`config.mk`:
```
export PLATFORM = sky130hd
export DESIGN_NAME = bounded_deque_count_erase_unit
export DESIGN_NICKNAME = d
export VERILOG_FILES = /design/src/hw/rtl/bdce_pkg.sv /design/src/hw/rtl/bounded_deque_count_erase_unit.sv /design/src/hw/rtl/bdce_cell.sv
export VERILOG_INCLUDE_DIRS = /design/src /design/src/hw/rtl
export SDC_FILE = /design/constraint.sdc
export NUM_CORES = 1
export LEC_CHECK = 0
export ABC_AREA = 1
export BUFFER_PORTS_ARGS = -buffer_cell sky130_fd_sc_hd__buf_2
export CORE_ASPECT_RATIO = 2
export CORE_MARGIN = 3
export CORE_UTILIZATION = 60
export CTS_BUF_LIST = sky130_fd_sc_hd__clkbuf_2
export DETAILED_ROUTE_END_ITERATION = 6
export PLACE_DENSITY = 0.77
export SETUP_SLACK_MARGIN = 0.05
export SLEW_MARGIN = 15
export SYNTH_ARGS = -nofsm -noshare
export SYNTH_HDL_FRONTEND = slang
export SYNTH_HIERARCHICAL = 1
export SYNTH_SLANG_ARGS = --single-unit
```
`constraint.sdc`:
```
create_clock -name clk_i -period 15 [get_ports clk_i]
set_clock_uncertainty 0.1 [all_clocks]
set_input_delay 4.5 -clock clk_i [delete_from_list [all_inputs] [get_ports clk_i]]
set_output_delay 4.5 -clock clk_i [all_outputs]
set_load 0.005 [all_outputs]
```
`src/hw/rtl/bounded_deque_count_erase_unit_defines.svh`:
```
// Assertion macros for the bounded deque unit.
// Uses clk_i and rst_ni of the module that includes it.
`ifndef BOUNDED_DEQUE_COUNT_ERASE_UNIT_DEFINES_SVH
`define BOUNDED_DEQUE_COUNT_ERASE_UNIT_DEFINES_SVH

// Clocked check, off while reset is asserted.
`define BDCE_ASSERT(lbl, prop) \
  lbl: assert property (@(posedge clk_i) disable iff (!rst_ni) prop) \
    else $error("bdce check failed");

// Same check with a caller-supplied message.
`define BDCE_ASSERT_MSG(lbl, prop, msg) \
  lbl: assert property (@(posedge clk_i) disable iff (!rst_ni) prop) \
    else $error(msg);

`endif

```
`src/hw/rtl/bdce_pkg.sv`:
```
// Shared types and constants for the bounded deque unit.
// No dependencies.
package bdce_pkg;

  localparam int unsigned DEPTH_DEF     = 16;
  localparam int unsigned WORD_BITS_DEF = 32;

  typedef enum logic [2:0] {
    REQ_PUSH_FRONT = 3'd0,
    REQ_PUSH_BACK  = 3'd1,
    REQ_POP_FRONT  = 3'd2,
    REQ_POP_BACK   = 3'd3,
    REQ_COUNT      = 3'd4,
    REQ_ERASE      = 3'd5
  } req_e;

  typedef enum logic [1:0] {
    STAT_OK        = 2'd0,
    STAT_UNDERFLOW = 2'd1,
    STAT_OVERFLOW  = 2'd2
  } status_e;

  typedef enum logic [1:0] {
    CELL_HOLD = 2'd0,
    CELL_SHL  = 2'd1,
    CELL_SHR  = 2'd2
  } cell_op_e;

  typedef enum logic [1:0] {
    FSM_IDLE   = 2'd0,
    FSM_ROTATE = 2'd1,
    FSM_RESP   = 2'd2
  } fsm_e;

  // Control broadcast to every cell.
  typedef struct packed {
    cell_op_e op;
    logic     wr_en;
  } cell_ctrl_t;

  typedef struct packed {
    logic [2:0]         req_type;
    logic signed [31:0] operand_word;
  } in_item_t;

  typedef struct packed {
    logic [1:0]         status;
    logic signed [31:0] popped_word;
    logic [4:0]         match_count;
    logic [4:0]         occupancy;
    logic               is_empty;
    logic signed [31:0] front_word;
  } out_item_t;

endpackage

```
`src/hw/rtl/bounded_deque_count_erase_unit.sv`:
```
// Bounded deque of signed words with count and order-keeping erase.
// Push/pop and requests on an empty store: IDLE, then RESP registers the result.
// Count/erase: ROTATE walks each stored word once past the head (cell 0), then RESP.
// One request at a time: in_stall_o is high outside IDLE, also while RESP waits on out_stall_i.
// Reset: async active low clears occupancy, FSM and output valid; cell words stay undefined.
module bounded_deque_count_erase_unit import bdce_pkg::*; #(
  parameter int unsigned DEPTH     = DEPTH_DEF,
  parameter int unsigned WORD_BITS = WORD_BITS_DEF
) (
  input  logic      clk_i,
  input  logic      rst_ni,
  input  logic      in_valid_i,
  output logic      in_stall_o,
  input  in_item_t  in_data_i,
  output logic      out_valid_o,
  input  logic      out_stall_i,
  output out_item_t out_data_o
);

`include "bounded_deque_count_erase_unit_defines.svh"

  // Fill count holds 0..DEPTH; cell index holds 0..DEPTH-1.
  localparam int unsigned CNT_W = $clog2(DEPTH + 1);
  localparam int unsigned IDX_W = (DEPTH > 1) ? $clog2(DEPTH) : 1;

  // ---------------------------------------------------------------
  // Cell chain
  // ---------------------------------------------------------------
  cell_ctrl_t           cell_ctrl;
  logic [IDX_W-1:0]     wr_idx;
  logic [WORD_BITS-1:0] wr_data;
  logic [WORD_BITS-1:0] cell_word [DEPTH];

  for (genvar g = 0; g < DEPTH; g++) begin : g_cell
    logic [WORD_BITS-1:0] left_w, right_w;
    if (g == 0) begin : g_first
      assign left_w = '0;              // push front writes cell 0 directly
    end else begin : g_mid_l
      assign left_w = cell_word[g-1];
    end
    if (g == DEPTH - 1) begin : g_last
      assign right_w = '0;             // tail slot past the fill is don't care
    end else begin : g_mid_r
      assign right_w = cell_word[g+1];
    end

    bdce_cell #(
      .WORD_BITS (WORD_BITS),
      .IDX_W     (IDX_W),
      .IDX       (g)
    ) u_cell (
      .clk_i     (clk_i),
      .ctrl_i    (cell_ctrl),
      .wr_idx_i  (wr_idx),
      .wr_data_i (wr_data),
      .left_i    (left_w),
      .right_i   (right_w),
      .word_o    (cell_word[g])
    );
  end

  // ---------------------------------------------------------------
  // Control state
  // ---------------------------------------------------------------
  fsm_e             state_q, state_d;
  logic [CNT_W-1:0] fill_q, fill_d;
  logic [CNT_W-1:0] steps_q, steps_d;
  logic             out_valid_q, out_valid_d;

  // Per-request payload (no reset needed)
  logic [2:0]           req_q, req_d;
  logic [WORD_BITS-1:0] opnd_q, opnd_d;
  status_e              stat_q, stat_d;
  logic [31:0]          popped_q, popped_d;
  logic [CNT_W-1:0]     count_q, count_d;
  out_item_t            out_q, out_d;

  // Operand kept in its low WORD_BITS bits (zero-extended when wider).
  logic [WORD_BITS+31:0] opnd_ext;
  logic [WORD_BITS-1:0]  in_word;
  assign opnd_ext = {{WORD_BITS{1'b0}}, in_data_i.operand_word};
  assign in_word  = opnd_ext[WORD_BITS-1:0];

  logic             full, empty;
  logic [IDX_W-1:0] last_idx;
  assign full     = (fill_q == CNT_W'(DEPTH));
  assign empty    = (fill_q == '0);
  assign last_idx = IDX_W'(fill_q - CNT_W'(1));

  // Word leaving on a pop: head for pop front, tail for pop back.
  logic [WORD_BITS-1:0]  pop_sel;
  logic [WORD_BITS+31:0] pop_ext, head_ext;
  assign pop_sel  = (in_data_i.req_type == REQ_POP_FRONT) ? cell_word[0]
                                                          : cell_word[last_idx];
  assign pop_ext  = {{32{pop_sel[WORD_BITS-1]}}, pop_sel};
  assign head_ext = {{32{cell_word[0][WORD_BITS-1]}}, cell_word[0]};

  // Head compare used while rotating.
  logic head_match;
  assign head_match = (cell_word[0] == opnd_q);

  // Narrowing of counts to the 5-bit result fields.
  logic [CNT_W+4:0] fill_ext, count_ext;
  assign fill_ext  = {5'd0, fill_q};
  assign count_ext = {5'd0, count_q};

  logic in_xfer, out_free;
  assign in_stall_o = (state_q != FSM_IDLE);
  assign in_xfer    = in_valid_i && !in_stall_o;
  assign out_free   = !out_valid_q || !out_stall_i;

  always_comb begin
    state_d     = state_q;
    fill_d      = fill_q;
    steps_d     = steps_q;
    out_valid_d = out_valid_q;
    req_d       = req_q;
    opnd_d      = opnd_q;
    stat_d      = stat_q;
    popped_d    = popped_q;
    count_d     = count_q;
    out_d       = out_q;
    cell_ctrl   = '{op: CELL_HOLD, wr_en: 1'b0};
    wr_idx      = '0;
    wr_data     = in_word;

    if (out_valid_q && !out_stall_i) begin
      out_valid_d = 1'b0;
    end

    unique case (state_q)
      FSM_IDLE: begin
        if (in_xfer) begin
          req_d    = in_data_i.req_type;
          opnd_d   = in_word;
          stat_d   = STAT_OK;
          popped_d = '0;
          count_d  = '0;
          steps_d  = fill_q;
          state_d  = FSM_RESP;
          case (in_data_i.req_type)
            REQ_PUSH_FRONT: begin
              if (full) begin
                stat_d = STAT_OVERFLOW;
              end else begin
                cell_ctrl = '{op: CELL_SHR, wr_en: 1'b1};
                wr_idx    = '0;
                fill_d    = fill_q + CNT_W'(1);
              end
            end
            REQ_PUSH_BACK: begin
              if (full) begin
                stat_d = STAT_OVERFLOW;
              end else begin
                cell_ctrl = '{op: CELL_HOLD, wr_en: 1'b1};
                wr_idx    = IDX_W'(fill_q);
                fill_d    = fill_q + CNT_W'(1);
              end
            end
            REQ_POP_FRONT, REQ_POP_BACK: begin
              if (empty) begin
                stat_d = STAT_UNDERFLOW;
              end else begin
                popped_d = pop_ext[31:0];
                fill_d   = fill_q - CNT_W'(1);
                if (in_data_i.req_type == REQ_POP_FRONT) begin
                  cell_ctrl = '{op: CELL_SHL, wr_en: 1'b0};
                end
              end
            end
            REQ_COUNT: begin
              if (!empty) begin
                state_d = FSM_ROTATE;
              end
            end
            REQ_ERASE: begin
              if (empty) begin
                stat_d = STAT_UNDERFLOW;
              end else begin
                state_d = FSM_ROTATE;
              end
            end
            default: ;                 // unused codes: no operation
          endcase
        end
      end

      FSM_ROTATE: begin
        // Head leaves the chain; a kept word re-enters at the tail.
        cell_ctrl.op = CELL_SHL;
        wr_idx       = last_idx;
        wr_data      = cell_word[0];
        if ((req_q == REQ_ERASE) && head_match) begin
          fill_d = fill_q - CNT_W'(1);
        end else begin
          cell_ctrl.wr_en = 1'b1;
        end
        if (head_match) begin
          count_d = count_q + CNT_W'(1);
        end
        steps_d = steps_q - CNT_W'(1);
        if (steps_q == CNT_W'(1)) begin
          state_d = FSM_RESP;
        end
      end

      FSM_RESP: begin
        if (out_free) begin
          out_d.status      = stat_q;
          out_d.popped_word = popped_q;
          out_d.match_count = (req_q == REQ_COUNT) ? count_ext[4:0] : 5'd0;
          out_d.occupancy   = fill_ext[4:0];
          out_d.is_empty    = empty;
          out_d.front_word  = empty ? 32'd0 : head_ext[31:0];
          out_valid_d       = 1'b1;
          state_d           = FSM_IDLE;
        end
      end

      default: state_d = FSM_IDLE;
    endcase
  end

  always_ff @(posedge clk_i or negedge rst_ni) begin
    if (!rst_ni) begin
      state_q     <= FSM_IDLE;
      fill_q      <= '0;
      steps_q     <= '0;
      out_valid_q <= 1'b0;
    end else begin
      state_q     <= state_d;
      fill_q      <= fill_d;
      steps_q     <= steps_d;
      out_valid_q <= out_valid_d;
    end
  end

  always_ff @(posedge clk_i) begin
    req_q    <= req_d;
    opnd_q   <= opnd_d;
    stat_q   <= stat_d;
    popped_q <= popped_d;
    count_q  <= count_d;
    out_q    <= out_d;
  end

  assign out_valid_o = out_valid_q;
  assign out_data_o  = out_q;

  // ---------------------------------------------------------------
  // Checks
  // ---------------------------------------------------------------
  `BDCE_ASSERT(a_fill_bound, fill_q <= CNT_W'(DEPTH))
  `BDCE_ASSERT(a_xfer_busy, in_xfer |=> state_q != FSM_IDLE)
  `BDCE_ASSERT_MSG(a_rotate_no_grow,
    state_q == FSM_ROTATE |=> fill_q <= $past(fill_q),
    "fill grew during rotation")
  `BDCE_ASSERT_MSG(a_overflow_full,
    (state_q == FSM_RESP) && (stat_q == STAT_OVERFLOW) |-> full,
    "overflow reported with room left")

endmodule

```
`src/hw/rtl/bdce_cell.sv`:
```
// One storage cell of the deque chain: holds a word, shifts to/from neighbors.
// Depends on bdce_pkg.
module bdce_cell import bdce_pkg::*; #(
  parameter int unsigned WORD_BITS = WORD_BITS_DEF,
  parameter int unsigned IDX_W     = 4,
  parameter int unsigned IDX       = 0
) (
  input  logic                 clk_i,
  input  cell_ctrl_t           ctrl_i,
  input  logic [IDX_W-1:0]     wr_idx_i,
  input  logic [WORD_BITS-1:0] wr_data_i,
  input  logic [WORD_BITS-1:0] left_i,
  input  logic [WORD_BITS-1:0] right_i,
  output logic [WORD_BITS-1:0] word_o
);

  logic [WORD_BITS-1:0] word_q, word_d;

  always_comb begin
    word_d = word_q;
    case (ctrl_i.op)
      CELL_SHL: word_d = right_i;
      CELL_SHR: word_d = left_i;
      default:  word_d = word_q;
    endcase
    // direct write wins over the shift
    if (ctrl_i.wr_en && (wr_idx_i == IDX_W'(IDX))) begin
      word_d = wr_data_i;
    end
  end

  always_ff @(posedge clk_i) begin
    word_q <= word_d;
  end

  assign word_o = word_q;

endmodule
```
# After elaboration in Yosys (flattened, before gate mapping)
# Index checks and enable logic that the tools add are counted.
# Widths: inputs -> output; s select.
dict set report word_totals {
  rom_bits 0
  in_bits 39
  ramBits 0
  n_memories 0
  wordCells 203
  out_inout_bits 79
  register_bits 676
  latchBits 0
}
dict set report classes {
  n_reduce_logical 56
  bitwise_logic 2
  n_mul 0
  addsub 4
  div_mod_pow 0
  muxes 72
  shift 0
  n_eq_ne 37
  magnitude_cmp 1
}
# cell n
set op_table {}
lappend op_table {{$pmux 32 s2} 16}
lappend op_table {{$mux 32} 20}
lappend op_table {{$bmux 32 s4} 1}
lappend op_table {{$reduce_bool 3->1} 16}
lappend op_table {{$pmux 5 s2} 4}
lappend op_table {{$mux 5} 7}
lappend op_table {{$eq 32x32->1} 1}
lappend op_table {{$eq 4x4->1 const B} 8}
lappend op_table {{$logic_and 1x1->1} 19}
lappend op_table {{$eq 4x3->1 const B} 4}
lappend op_table {{$mux 2} 8}
lappend op_table {{$eq 3x3->1 const B} 4}
lappend op_table {{$mux 4} 3}
lappend op_table {{$add 5x1->5 const B} 2}
lappend op_table {{$ne 2x2->1 const B} 5}
lappend op_table {{$sub 5x1->5 const B} 2}
lappend op_table {{$pmux 3 s3} 1}
lappend op_table {{$eq 4x2->1 const B} 2}
lappend op_table {{$pmux 4 s2} 1}
lappend op_table {{$reduce_or 2->1} 4}
lappend op_table {{$eq 3x2->1 const B} 2}
lappend op_table {{$mux 1} 6}
lappend op_table {{$mux 3} 2}
lappend op_table {{$ne 3x3->1 const B} 2}
lappend op_table {{24 further kinds} 32}

# Longest topological paths before layout
dict set report depth {
  ltp_word 9
  ltp_mapped 17
  ltp_nobuf 15
}

# Cells and area by module
# Netlist, hierarchy kept.
# module instances cells_per_inst area_each_um2 seq_area_each_um2
set modules_own_cells {}
lappend modules_own_cells {bounded_deque_count_erase_unit 1 1631 12009.0 4859.7}
lappend modules_own_cells {{bdce_cell at g_cell[10].u_cell ...} 4 254 1933.1 960.9}
lappend modules_own_cells {{bdce_cell at g_cell[13].u_cell ...} 2 253 2073.2 960.9}
lappend modules_own_cells {{bdce_cell at g_cell[11].u_cell ...} 2 252 2033.2 960.9}
lappend modules_own_cells {{bdce_cell at g_cell[4].u_cell ...} 2 258 2026.9 960.9}
lappend modules_own_cells {{bdce_cell at g_cell[1].u_cell ...} 2 255 2018.2 960.9}
lappend modules_own_cells {{bdce_cell at g_cell[12].u_cell} 1 252 1998.2 960.9}
lappend modules_own_cells {{bdce_cell at g_cell[0].u_cell} 1 254 1996.9 960.9}
lappend modules_own_cells {{bdce_cell at g_cell[15].u_cell} 1 253 1986.9 960.9}
lappend modules_own_cells {{bdce_cell at g_cell[3].u_cell} 1 252 1948.1 960.9}

# Worst setup path after synthesis
# Ideal clock, no wire load.
dict set report synth_path {
  path_kind {in2reg}
  startpoint {input in_valid_i}
  endpoint {register g_cell[10].u_cell.word_q[0] (enable)}
  arrival_ps 9948
  path_stages 8
  n_path_buf 1
  setup_slack_ps 4391
  setup_time_ps 561
  required_ps 14339
  path_cell_list {inv_1 -> nor2_2 -> nand2_1 -> o21ai_0 -> inv_2 -> nand2_4 -> buf_6 -> nand3_1}
}
# element line_no
set synth_rtl {}
lappend synth_rtl {{start: declaration} bounded_deque_count_erase_unit.sv:12} ;# input logic in_valid_i,
lappend synth_rtl {{end signal: assignment} bdce_cell.sv:33} ;# word_q <= word_d;
lappend synth_rtl {{end: declaration} bdce_cell.sv:17} ;# logic [WORD_BITS-1:0] word_q, word_d;

==> impl_metrics.tcl <==
set metrics [dict create \
    outcome "complete, but fails checks" \
    failed_checks "DRC" \
    initial_utilization_pct 60.93 \
    grt_max_degree 185 \
    firstDrtPassIters 7 \
    hold_path.class "flip-flop to flip-flop" \
    cpPeakStageDelay_ns 0.79 \
    io_pins 118 \
    critPathBufInv 7 \
    via_per_inst 5.899 \
    num_rows 139 \
    wl_met1_um 45100 \
    setup_viol 0 \
    htreeDepth 4 \
    slew_headroom_pct 18.59 \
    netlist_top_cells_count "nand2_1 (2,309), nand3_1 (785), edfxtp_1 (663)" \
    critPathLaunch "in_valid_i" \
    crit-reg2reg-launch "fill_q[0]" \
    cts_tree "done" \
    post_cts_buffers 0 \
    numPlacedInstances 6441 \
    clk_pin_slew_ns 0.12 \
    antenna_found_initial 1 \
    ys_seq_area_share_pct 46.01 \
    wl_met2_um 69010 \
    tns_ns 0 \
    gp_congestion 0.8769 \
    wirelength_um 131300 \
    path_depth 11 \
    die_area_sq_um 76770 \
    fin_crit_ns 8.317 \
    cts_root_buffer "clkbuf_2" \
    timing.rr.end "g_cell[3].u_cell/word_o[8]" \
    required_ns 15.86 \
    top_layer_used "met4" \
    num_vias 39568 \
    vdd_ir_drop_max_mv 0.2454 \
    yosys-top-cells-area "edfxtp_1 (45%), nand2_1 (20%), nand3_1 (8.9%)" \
    instances_no_fill 6708 \
    cts.sink_count 676 \
    drt-initial-drc-count 4057 \
    max_slew.worst_pin.slew_ns 1.221 \
    finalCritPeriodShare_pct 55.45 \
    synth_area_sq_um 43970 \
    grt_pass1_wl_um 205200 \
    place_hpwl_um 93280 \
    drv_cap 0 \
    max-clock-path-buffers 3 \
    fillers 6471 \
    synth_edf_count 663 \
    yosysWarnings 6 \
    hold_viol_final 0 \
    synth.most_common_cell "nand2_1" \
    cts.repair.resized 0 \
    final_nets 5724 \
    syn_inst 5694 \
    cts-buffers-inserted 153 \
    crit_arrival_ns 9.18 \
    yosys.area.top_type "edfxtp_1" \
    rsz0062_at_grt "false" \
    die_h_um 388.9 \
    drive_gt1_share_pct 11.47 \
    grt_pass1_vias 38276 \
    postLayoutCoreUtil_pct 62.54 \
    core_sq_um 72180 \
    wl_met3_um 10400 \
    grt_usage_pct 33.54 \
    ys.flop_type "edfxtp_1" \
    power.density_nw_per_um2 236.8 \
    r2r_cells 10 \
    cellLeakagePower_nw 20.83 \
    port_buffers 117 \
    clk_latency_ns 1.33 \
    slowest_stage "nand3_1" \
    crit_fanout 76 \
    die_x_um 197.4 \
    crit_top_cell "buf_4" \
    ys_types 47 \
    grt_overflow 0 \
    synth_top_area_share_pct 45.27 \
    critPathTopFamily "buffers and inverters" \
    wl_per_cell_um 19.58 \
    async_flop_share_pct 1.923 \
    crit_chain "buf_2, inv_1, nor2_4, buf_4, inv_1, nor3_2, buf_4, buf_4, nand2_4, nand3_1, buf_4" \
    ff2ff_setup_slack_ns 9.27 \
    end_kind "flip-flop" \
    fmax_ghz 0.1202 \
    synthToLayoutAreaGrowth_pct 2.640 \
    ant_nets 0 \
    ctsHoldBuffers 0 \
    drc 1 \
    synth_seq_cells 676 \
    report.final.slew_viol_count 0 \
    cp-endpoint "g_cell[8].u_cell/word_o[25]" \
    crit_type "primary input to flip-flop" \
    syn-mean-instance-area_sq_um 7.723 \
    start_kind "primary input" \
]
==> metrics by stage <==
step	setup slack, ns	hold slack, ns	area [sq um]	power (mW)
final	6.683	0.3158	45140	10.69
after floorplan	4.391	0.3003	44210	7.616
after detailed placement	5.472	0.3045	43730	9.336
after global routing	6.443	0.3210	45140	11.39
after CTS	6.945	0.3094	45120	10.56
after global placement	5.517	0.3015	43730	9.199
==> area by class of cell <==
type / count / area, sq um / share of cell area, %
antenna: 1 / 2.502 / 0.005544
clock buffer: 223 / 1116 / 2.473
clock inverter: 43 / 276.5 / 0.6126
inverter: 191 / 732.0 / 1.622
multi-input combinational: 4455 / 20370 / 45.13
sequential: 676 / 20240 / 44.84
tap: 916 / 1146 / 2.539
timing repair buffer: 203 / 1256 / 2.783
==> flip-flops by register name, summed over array words and instances, names as in the netlist <==
signal and flops:
g_cell.u_cell/word_o 512, fill_q 5, popped_q 32, out_data_o 77
opnd_q 32, steps_q 5, stat_q 2, count_q 5
out_valid_o 1, req_q 3, state_q 2
==> how the worst min path moves through the flow <==
stage,cells past startpoint,start,endpoint,slack (ns)
2_1_floorplan,0,popped_q[0],out_data_o[43],0.30
3_3_place_gp,0,popped_q[6],out_data_o[49],0.30
3_5_place_dp,0,popped_q[0],out_data_o[43],0.30
4_1_cts,0,popped_q[24],out_data_o[67],0.31
5_1_grt,0,popped_q[24],out_data_o[67],0.32
6_report,0,popped_q[24],out_data_o[67],0.32
==> logic make-up after synthesis <==
| family | Yosys count | synth area share, % |
|---|---|---|
| buffers and inverters | 626 | 8.413 |
| flip-flops | 676 | 46.01 |
| multiplexers | 27 | 0.6146 |
| AND/OR/NAND/NOR | 3770 | 37.07 |
| XOR/XNOR | 30 | 0.6829 |
| AO/OA/AOI/OAI | 559 | 7.051 |
| adder cells (fa/ha/maj) | 5 | 0.1423 |
| other | 1 | 0.008528 |
==> layer usage <==
layer	GRT usage, %	vias up
met1	37.21	17800
met2	60.83	2232
met5	0	-
li1	-	19056
met3	4.801	480
met4	19.06	0
==> power by group <==
part	switching, mW	internal [mW]	total [mW]
Combinational	4.09	1.47	5.56
Clock	0.757	0.464	1.22
Sequential	0.623	3.28	3.91
==> cell usage in the layout (no fill, tap or decap), types with 36 or more instances in the layout <==
cell / Yosys / layout
a21oi_1: 64 / 63
inv_2: 29 / 36
conb_1: 1 / 64
buf_4: 101 / 84
o21ai_0: 288 / 253
buf_2: 173 / 117
nand3_1: 785 / 785
nand2_2: 69 / 69
nand4_1: 161 / 161
edfxtp_1: 663 / 663
nor2_1: 355 / 354
o211ai_1: 70 / 70
o21ai_1: 89 / 116
clkbuf_2: 0 / 223
nand2_1: 2309 / 2309
inv_1: 156 / 155
No activity file was read; power rests on OpenSTA's default activity.
